$ cat src/wsa_pkg.sv
// ----------------------------------------------------------------------------
// wsa_pkg
// Shared types and constants for the window slot assigner.
// ----------------------------------------------------------------------------
package wsa_pkg;

    localparam int SLOT_W = 7;
    localparam int IDX_W  = 6;

    localparam logic AXIS_COL = 1'b0;
    localparam logic AXIS_ROW = 1'b1;

    // One input word: a window's column and row ranges.
    typedef struct packed {
        logic [SLOT_W-1:0] col_low;
        logic [SLOT_W-1:0] col_high;
        logic [SLOT_W-1:0] row_low;
        logic [SLOT_W-1:0] row_high;
        logic              last;
    } t_in;

    // One result word.
    typedef struct packed {
        logic [IDX_W-1:0]  window_index;
        logic [SLOT_W-1:0] col_slot;
        logic [SLOT_W-1:0] row_slot;
        logic              fail;
        logic              end_of_set;
    } t_out;

    // Stored bounds of one window.
    typedef struct packed {
        logic [SLOT_W-1:0] col_lo;
        logic [SLOT_W-1:0] col_hi;
        logic [SLOT_W-1:0] row_lo;
        logic [SLOT_W-1:0] row_hi;
    } t_bounds;

    // Result write from the assignment unit.
    typedef struct packed {
        logic              en;
        logic              axis;
        logic [IDX_W-1:0]  idx;
        logic [SLOT_W-1:0] slot;
        logic              fail;
    } t_res_wr;

endpackage

$ cat src/wsa_assign_unit.sv
// ----------------------------------------------------------------------------
// wsa_assign_unit
// Holds the window bounds and assigns slots one axis at a time: a scan picks
// the next window by (upper, lower, load order), then a probe walks the
// free map upward from its lower bound.
// ----------------------------------------------------------------------------
module wsa_assign_unit #(
    parameter int MAX_WINDOWS = 64
) (
    input  logic                             i_clk,
    input  logic                             i_rst_n,
    input  logic                             i_wr_en,
    input  logic [$clog2(MAX_WINDOWS)-1:0]   i_wr_addr,
    input  wsa_pkg::t_bounds                 i_wr_data,
    input  logic                             i_start,
    input  logic [$clog2(MAX_WINDOWS+1)-1:0] i_n,
    output wsa_pkg::t_res_wr                 o_res,
    output logic                             o_done
);

    localparam int IW = $clog2(MAX_WINDOWS);
    localparam int CW = $clog2(MAX_WINDOWS + 1);
    localparam int SW = wsa_pkg::SLOT_W;

    typedef enum logic [3:0] {
        S_IDLE   = 4'b0001,
        S_INIT   = 4'b0010,
        S_SCAN   = 4'b0100,
        S_SEARCH = 4'b1000
    } t_state;

    t_state r_state, n_state;

    wsa_pkg::t_bounds r_mem [MAX_WINDOWS];
    wsa_pkg::t_bounds r_rdat;

    logic [CW-1:0]          r_n, n_n;
    logic                   r_axis, n_axis;
    logic [CW-1:0]          r_pick, n_pick;
    logic [CW-1:0]          r_j, n_j;
    logic                   r_rv;
    logic [IW-1:0]          r_ridx;
    logic                   r_best_v, n_best_v;
    logic [IW-1:0]          r_best_idx, n_best_idx;
    logic [SW-1:0]          r_best_lo, n_best_lo;
    logic [SW-1:0]          r_best_hi, n_best_hi;
    logic [SW-1:0]          r_s, n_s;
    logic [MAX_WINDOWS-1:0] r_free, n_free;
    logic [MAX_WINDOWS-1:0] r_done, n_done;
    logic                   r_fin, n_fin;

    logic [SW-1:0] cand_lo, cand_hi;
    logic [SW-1:0] s_m1;
    logic [SW-1:0] n_ext;
    logic          cand_better;

    wsa_pkg::t_res_wr res;

    // Bounds memory: written while loading, read once per scan cycle.
    always_ff @(posedge i_clk) begin
        if (i_wr_en) begin
            r_mem[i_wr_addr] <= i_wr_data;
        end
        r_rdat <= r_mem[r_j[IW-1:0]];
        r_ridx <= r_j[IW-1:0];
    end

    // Candidate bounds of the axis being assigned.
    assign cand_lo = (r_axis == wsa_pkg::AXIS_COL) ? r_rdat.col_lo : r_rdat.row_lo;
    assign cand_hi = (r_axis == wsa_pkg::AXIS_COL) ? r_rdat.col_hi : r_rdat.row_hi;
    assign cand_better = !r_best_v || (cand_hi < r_best_hi) ||
                         ((cand_hi == r_best_hi) && (cand_lo < r_best_lo));
    assign s_m1  = r_s - SW'(1);
    assign n_ext = SW'(r_n);

    // Sequencer.
    always_comb begin
        n_state    = r_state;
        n_n        = r_n;
        n_axis     = r_axis;
        n_pick     = r_pick;
        n_j        = r_j;
        n_best_v   = r_best_v;
        n_best_idx = r_best_idx;
        n_best_lo  = r_best_lo;
        n_best_hi  = r_best_hi;
        n_s        = r_s;
        n_free     = r_free;
        n_done     = r_done;
        n_fin      = 1'b0;
        res        = '0;
        res.axis   = r_axis;
        res.idx    = wsa_pkg::IDX_W'(r_best_idx);
        case (r_state)
            S_IDLE: begin
                if (i_start) begin
                    n_n     = i_n;
                    n_axis  = wsa_pkg::AXIS_COL;
                    n_state = S_INIT;
                end
            end
            S_INIT: begin
                for (int b = 0; b < MAX_WINDOWS; b++) begin
                    n_free[b] = (b < int'(r_n));
                end
                n_done   = '0;
                n_pick   = '0;
                n_j      = '0;
                n_best_v = 1'b0;
                n_state  = S_SCAN;
            end
            S_SCAN: begin
                if (r_j < r_n) begin
                    n_j = r_j + CW'(1);
                end
                if (r_rv && !r_done[r_ridx] && cand_better) begin
                    n_best_v   = 1'b1;
                    n_best_idx = r_ridx;
                    n_best_lo  = cand_lo;
                    n_best_hi  = cand_hi;
                end
                if ((r_j == r_n) && !r_rv) begin
                    n_s     = (r_best_lo == '0) ? SW'(1) : r_best_lo;
                    n_state = S_SEARCH;
                end
            end
            S_SEARCH: begin
                if (r_s > n_ext) begin
                    // No free slot at or above the lower bound.
                    res.en   = 1'b1;
                    res.slot = '0;
                    res.fail = 1'b1;
                end else if (r_free[s_m1[IW-1:0]]) begin
                    res.en   = 1'b1;
                    res.slot = r_s;
                    res.fail = (r_s > r_best_hi);
                    n_free[s_m1[IW-1:0]] = 1'b0;
                end else begin
                    n_s = r_s + SW'(1);
                end
                if (res.en) begin
                    n_done[r_best_idx] = 1'b1;
                    n_pick   = r_pick + CW'(1);
                    n_j      = '0;
                    n_best_v = 1'b0;
                    if (n_pick == r_n) begin
                        if (r_axis == wsa_pkg::AXIS_COL) begin
                            n_axis  = wsa_pkg::AXIS_ROW;
                            n_state = S_INIT;
                        end else begin
                            n_fin   = 1'b1;
                            n_state = S_IDLE;
                        end
                    end else begin
                        n_state = S_SCAN;
                    end
                end
            end
            default: begin
                n_state = S_IDLE;
            end
        endcase
    end

    // Control registers.
    always_ff @(posedge i_clk) begin
        if (!i_rst_n) begin
            r_state <= S_IDLE;
            r_rv    <= 1'b0;
            r_fin   <= 1'b0;
        end else begin
            r_state <= n_state;
            r_rv    <= (r_state == S_SCAN) && (r_j < r_n);
            r_fin   <= n_fin;
        end
    end

    // Working registers.
    always_ff @(posedge i_clk) begin
        r_n        <= n_n;
        r_axis     <= n_axis;
        r_pick     <= n_pick;
        r_j        <= n_j;
        r_best_v   <= n_best_v;
        r_best_idx <= n_best_idx;
        r_best_lo  <= n_best_lo;
        r_best_hi  <= n_best_hi;
        r_s        <= n_s;
        r_free     <= n_free;
        r_done     <= n_done;
    end

    assign o_res  = res;
    assign o_done = r_fin;

    // A result is written only while probing the free map.
    a_res_in_search: assert property (@(posedge i_clk) disable iff (!i_rst_n)
        o_res.en |-> (r_state == S_SEARCH))
        else $error("result written outside search");

    // The probe slot is never zero while it is within the set size.
    a_probe_range: assert property (@(posedge i_clk) disable iff (!i_rst_n)
        (r_state == S_SEARCH) && (r_s <= n_ext) |-> (r_s != '0))
        else $error("probe slot zero");

    // Picks never exceed the set size.
    a_pick_range: assert property (@(posedge i_clk) disable iff (!i_rst_n)
        (r_state == S_SCAN) || (r_state == S_SEARCH) |-> (r_pick < r_n))
        else $error("pick count past set size");

endmodule

$ cat src/window_slot_assigner_core.sv
// ----------------------------------------------------------------------------
// window_slot_assigner_core
// Collects a set of windows and assigns each a column and a row slot.
// ----------------------------------------------------------------------------
// Windows load one word per cycle. The word with last set starts assignment,
// during which the input is stalled: each axis makes n picks, and each pick
// scans the bounds memory (one read port) and then probes the free map one
// slot at a time upward from the lower bound. Results then leave in load
// order, each word read from the result memories (T_RD) and then offered
// (T_WAIT) until taken, after which a new set may load.
module window_slot_assigner_core #(
    parameter int MAX_WINDOWS = 64
) (
    input  logic          i_clk,
    input  logic          i_rst_n,
    input  logic          i_valid,
    output logic          o_stall,
    input  wsa_pkg::t_in  i_data,
    output logic          o_valid,
    input  logic          i_stall,
    output wsa_pkg::t_out o_data
);

    localparam int IW = $clog2(MAX_WINDOWS);
    localparam int CW = $clog2(MAX_WINDOWS + 1);
    localparam int SW = wsa_pkg::SLOT_W;

    typedef enum logic [3:0] {
        T_LOAD   = 4'b0001,
        T_ASSIGN = 4'b0010,
        T_RD     = 4'b0100,
        T_WAIT   = 4'b1000
    } t_top_state;

    t_top_state r_state, n_state;

    logic [CW-1:0] r_cnt, n_cnt;
    logic [CW-1:0] r_n, n_n;
    logic [CW-1:0] r_k, n_k;

    logic [SW:0] r_col_mem [MAX_WINDOWS];
    logic [SW:0] r_row_mem [MAX_WINDOWS];
    logic [SW:0] r_col_rd, r_row_rd;

    logic             accept, wr_en, start, asg_done;
    logic [CW-1:0]    n_set;
    wsa_pkg::t_bounds wr_data;
    wsa_pkg::t_res_wr res;

    assign accept = i_valid && !o_stall && (r_state == T_LOAD);
    assign wr_en  = accept && (r_cnt < CW'(MAX_WINDOWS));
    assign start  = accept && i_data.last;
    assign n_set  = wr_en ? (r_cnt + CW'(1)) : r_cnt;

    assign wr_data.col_lo = i_data.col_low;
    assign wr_data.col_hi = i_data.col_high;
    assign wr_data.row_lo = i_data.row_low;
    assign wr_data.row_hi = i_data.row_high;

    wsa_assign_unit #(
        .MAX_WINDOWS (MAX_WINDOWS)
    ) u_assign (
        .i_clk     (i_clk),
        .i_rst_n   (i_rst_n),
        .i_wr_en   (wr_en),
        .i_wr_addr (r_cnt[IW-1:0]),
        .i_wr_data (wr_data),
        .i_start   (start),
        .i_n       (n_set),
        .o_res     (res),
        .o_done    (asg_done)
    );

    // Result memories, one per axis; read in load order when emitting.
    always_ff @(posedge i_clk) begin
        if (res.en && (res.axis == wsa_pkg::AXIS_COL)) begin
            r_col_mem[res.idx[IW-1:0]] <= {res.slot, res.fail};
        end
        if (res.en && (res.axis == wsa_pkg::AXIS_ROW)) begin
            r_row_mem[res.idx[IW-1:0]] <= {res.slot, res.fail};
        end
        r_col_rd <= r_col_mem[r_k[IW-1:0]];
        r_row_rd <= r_row_mem[r_k[IW-1:0]];
    end

    // Load, assign and emit sequencing.
    always_comb begin
        n_state = r_state;
        n_cnt   = r_cnt;
        n_n     = r_n;
        n_k     = r_k;
        case (r_state)
            T_LOAD: begin
                if (accept) begin
                    n_cnt = n_set;
                    if (i_data.last) begin
                        n_n     = n_set;
                        n_state = T_ASSIGN;
                    end
                end
            end
            T_ASSIGN: begin
                if (asg_done) begin
                    n_k     = '0;
                    n_state = T_RD;
                end
            end
            T_RD: begin
                n_state = T_WAIT;
            end
            T_WAIT: begin
                if (!i_stall) begin
                    if (r_k == (r_n - CW'(1))) begin
                        n_cnt   = '0;
                        n_state = T_LOAD;
                    end else begin
                        n_k     = r_k + CW'(1);
                        n_state = T_RD;
                    end
                end
            end
            default: begin
                n_state = T_LOAD;
            end
        endcase
    end

    always_ff @(posedge i_clk) begin
        if (!i_rst_n) begin
            r_state <= T_LOAD;
            r_cnt   <= '0;
        end else begin
            r_state <= n_state;
            r_cnt   <= n_cnt;
        end
    end

    always_ff @(posedge i_clk) begin
        r_n <= n_n;
        r_k <= n_k;
    end

    // Output word comes straight from the registered memory reads.
    assign o_stall = (r_state != T_LOAD);
    assign o_valid = (r_state == T_WAIT);
    assign o_data.window_index = wsa_pkg::IDX_W'(r_k);
    assign o_data.col_slot     = r_col_rd[SW:1];
    assign o_data.row_slot     = r_row_rd[SW:1];
    assign o_data.fail         = r_col_rd[0] | r_row_rd[0];
    assign o_data.end_of_set   = (r_k == (r_n - CW'(1)));

    // Results are written only while assignment runs.
    a_res_when_assign: assert property (@(posedge i_clk) disable iff (!i_rst_n)
        res.en |-> (r_state == T_ASSIGN))
        else $error("result write outside assignment");

    // The window count never passes the store depth.
    a_cnt_range: assert property (@(posedge i_clk) disable iff (!i_rst_n)
        r_cnt <= CW'(MAX_WINDOWS))
        else $error("window count overflow");

    // Emission stays inside the set.
    a_emit_range: assert property (@(posedge i_clk) disable iff (!i_rst_n)
        (r_state == T_WAIT) |-> (r_k < r_n))
        else $error("emit index past set");

endmodule

$ cat config.mk
export PLATFORM = sky130hd
export DESIGN_NAME = window_slot_assigner_core
export DESIGN_NICKNAME = d
export VERILOG_FILES = /design/src/wsa_pkg.sv /design/src/wsa_assign_unit.sv /design/src/window_slot_assigner_core.sv
export SDC_FILE = /design/constraint.sdc
export NUM_CORES = 2
export LEC_CHECK = 0
export ABC_AREA = 1
export BUFFER_PORTS_ARGS = -buffer_cell sky130_fd_sc_hd__buf_2
export CAP_MARGIN = 15
export CORE_AREA = 2 2 500 502
export CTS_CLUSTER_SIZE = 20
export DETAILED_ROUTE_END_ITERATION = 10
export DIE_AREA = 0 0 502 504
export MAX_ROUTING_LAYER = met4
export PLACE_DENSITY = 0.63
export RECOVER_POWER = 25
export SLEW_MARGIN = 10
export SYNTH_ARGS = -nofsm -noshare
export SYNTH_HDL_FRONTEND = slang
export SYNTH_SLANG_ARGS = --single-unit
export TNS_END_PERCENT = 100
$ cat constraint.sdc
create_clock -name i_clk -period 22.1 [get_ports i_clk]
set_input_delay 3.315 -clock i_clk [delete_from_list [all_inputs] [get_ports i_clk]]
set_output_delay 3.315 -clock i_clk [all_outputs]
set_load 0.05 [all_outputs]
==> results.toml <==
[status]
status = "finished with violations"
failed_checks = "capacitance limit, slew limit"

[routing]
drt-initial-drc-count = 10900
via_count = 80000
vias_per_cell = 6.14
drc = 0
routedWlPerCell_um = 26.5
drtAntennaViolNets = 0
drt_wl_total_um = 346000
dr.pass1.iters = 7

[final_layout]
drive_above_1_share_pct = 7.20
multi_input_area_um2 = 28300
seq_area_um2 = 91700
area_growth_pct = 10.9
nFillCells = 20000
layout.nets = 9533

[clocking]
clockBufferDepth = 4
postCtsSetupRepairBufs = 0
cts_sinks = 3075
root_buffer = "clkbuf_16"
cts_buffers = 328
cts_tree = "yes"
htree_num_levels = 5
cts_resized = 0
clk_latency_ns = 1.00
holdBufCountCts = 0
path_clk_slew_ns = 0.06

[floorplanning]
die_h_um = 504
start_util_pct = 49.7
die_area_um2 = 253000
design.core.area_um2 = 248000
row_count = 183
ios = 57
die_w_um = 502

[timing]
fin_crit_sh_pct = 40.8
final_hold_viol_count = 0
setup_viol = 0
rsz0062_at_grt = "no"
finalCriticalPeriod_ns = 9.01
worst_slew_margin_rel_pct = -202
holdWs_ns = 0.473
fmaxAchievable_ghz = 0.111
tightestPinTransition_ns = 4.53
final.setup.tns_ns = 0
finClkSkew_ns = 0.0996
slew_viol_final = 2341

[logic_synthesis]
synthCells = 9625
synth.distinct_cells = 43
ys_seq_elements = 3075
synth_warnings = 0
synth_area_leaders = "edfxtp_1 73%, o21ai_0 6.5%, nor2_1 5.2%"
synth.avg_cell_area_um2 = 12.8
synth-seq-area-share_pct = 74.5
synthesis.area_um2 = 123000
yosysTopAreaCellShare_pct = 73.4
synth_nets = 9699
synth_top_cell_by_area = "edfxtp_1"

[global_routing]
grt_pass1_wl_um = 502000
grt_use_total_pct = 27.4
grt_max_degree = 224
grt_pass1_vias = 75300
antenna_found_initial = 9
grt_overflow_total = 0

[worst_setup_path]
cp-end-kind = "register"
r2r_cells = 10
critPathRequiredTime_ns = 22.99
startpoint_type = "register"
path_max_fanout = 89
r2r_start = "u_assign.r_j[0]"
critical_path_arrival_ns = 9.91
crit_start = "u_assign.r_j[0]"
crit_type = "register to register"

[power]
p_leak_nw = 41.4
powerDensity_nw_per_um2 = 99.1
peakVddDrop_v = 0.0000934

[placed_design]
hpwl_um = 194000
io_buffers = 56
place_congestion = 0.960

[job]
maxCapViolations = 37

[worst_hold_path]
min_path_type = "register to register"
min-delay-start = "u_assign.r_ridx[5]"
hold_depth = 0
-- power breakdown --
part           total [W]  leakage (nW)  internal [W]  switching, W
Sequential       0.00666          25.5       0.00658     0.0000881
Combinational    0.00151          10.9      0.000345       0.00117
Clock            0.00534          5.05       0.00312       0.00222
-- critical path, stage by stage, from the launching register on --
cell and delay [ns]:
edfxtp_1 0.45, clkbuf_1 2.56, clkbuf_1 2.64, buf_4 1.03, buf_4 0.74, o21ai_0 0.21, o221ai_1 0.39, o211ai_1 0.33
nand4_1 0.17, nand3_1 0.12, nand3_1 0.13
-- path summary, 6_finish.rpt --
kind                                          endpoint  slack, ns
worst min register to register  u_assign.r_best_idx[5]       0.47
worst max register to register      u_assign.r_rdat[0]      13.09
worst max-delay path                u_assign.r_rdat[0]      13.09
worst min-delay path            u_assign.r_best_idx[5]       0.47
-- synth_stat cells --
cell and number:
nand2_2 2, xor2_1 16, dfxtp_1 67, nand2_1 813, o31ai_1 1, nor3_1 27
or2_1 1, xor2_2 4, o21ai_1 1, nand2_4 3, buf_6 12, o21bai_1 1
a211oi_1 4, inv_2 9, o2111ai_1 1, or2_2 3, o22ai_1 433, nor2_1 1717
a31oi_1 7, o211ai_1 89, clkbuf_1 492, nand3_1 330, nor4_1 1, a22oi_1 2
nand3b_1 1, o21ai_0 1601, buf_1 35, xnor2_1 6, nand4_1 89, nand3_2 2
clkinv_1 5, a21oi_1 175, buf_2 106, a221oi_1 2, ha_1 41, buf_4 32
xnor3_1 1, o221ai_1 286, o311ai_1 1, edfxtp_1 3008, o21a_1 4, o311ai_0 4
inv_1 190
-- registers in the layout (all words and copies together), names as in the netlist, 8 cells and up --
register,cells
r_col_mem,512
r_col_rd,8
r_row_mem,512
r_row_rd,8
u_assign.r_done,64
u_assign.r_free,64
u_assign.r_mem,1792
u_assign.r_rdat,28
-- routing by layer --
metal / global-route usage (%) / up-vias / part of all wire, % / wire (um)
li1: - / 35400 / - / -
met1: 36.7 / 39900 / 40 / 138000
met2: 42.6 / 3974 / 47 / 164000
met3: 4.89 / 670 / 9.0 / 31200
met4: 9.22 / 0 / 3.6 / 12500
met5: - / - / 0 / 0
-- cells in the final DEF (no fill, tap or decap), types with 5 or more instances in the layout --
cell type / count
inv_6: 8
nand3_1: 327
buf_2: 41
o211ai_1: 89
a31oi_1: 7
o21ai_0: 1600
diode_2: 5
inv_1: 187
nor2_1: 1645
clkbuf_8: 8
buf_12: 7
edfxtp_1: 3008
o221ai_1: 286
nor2_4: 71
xnor2_1: 6
buf_4: 88
o22ai_1: 433
nor3_2: 6
nor3_1: 21
a21oi_1: 175
clkinv_1: 51
nand4_1: 89
bufinv_16: 28
ha_1: 41
inv_2: 6
clkbuf_1: 120
clkinv_2: 67
clkbuf_16: 334
dfxtp_1: 67
xor2_1: 16
nand2_1: 812
-- final cells by class --
class	instances	area share, %
sequential	3075	67.2
multi-input combinational	5669	20.8
clock inverter	156	1.09
antenna	5	0.00917
timing repair buffer	181	0.865
clock buffer	419	6.42
inverter	204	0.589
tap	3330	3.05
-- per-stage QoR --
step	std cells	instance area, um^2	util [%]	setup slack (ns)	total power, W
4_1_cts	13000	137000	55.2	15.43	0.0135
3_5_place_dp	12500	126000	51.0	15.69	0.00826
2_1_floorplan	9625	123000	-	13.84	0.00762
5_1_grt	13000	136000	55.1	12.80	0.0139
3_3_place_gp	12500	126000	51.0	15.69	0.00824
6_report	13000	136000	55.1	13.09	0.0135
-- kinds of logic (layout without fill, tap and decap cells) --
logic type / Yosys count / after routing / synth area share, %
DFF: 3075 / 3075 / 74.5
adders and majority gates: 41 / 41 / 0.417
other: 0 / 5 / 0
xor gates and xnor gates: 27 / 27 / 0.228
AOI/OAI and AO/OA: 2612 / 2612 / 12.2
buffers and inverters: 881 / 960 / 2.97
and+or+nand+nor: 2989 / 2989 / 9.71
Power figures use the tool's default switching activity.
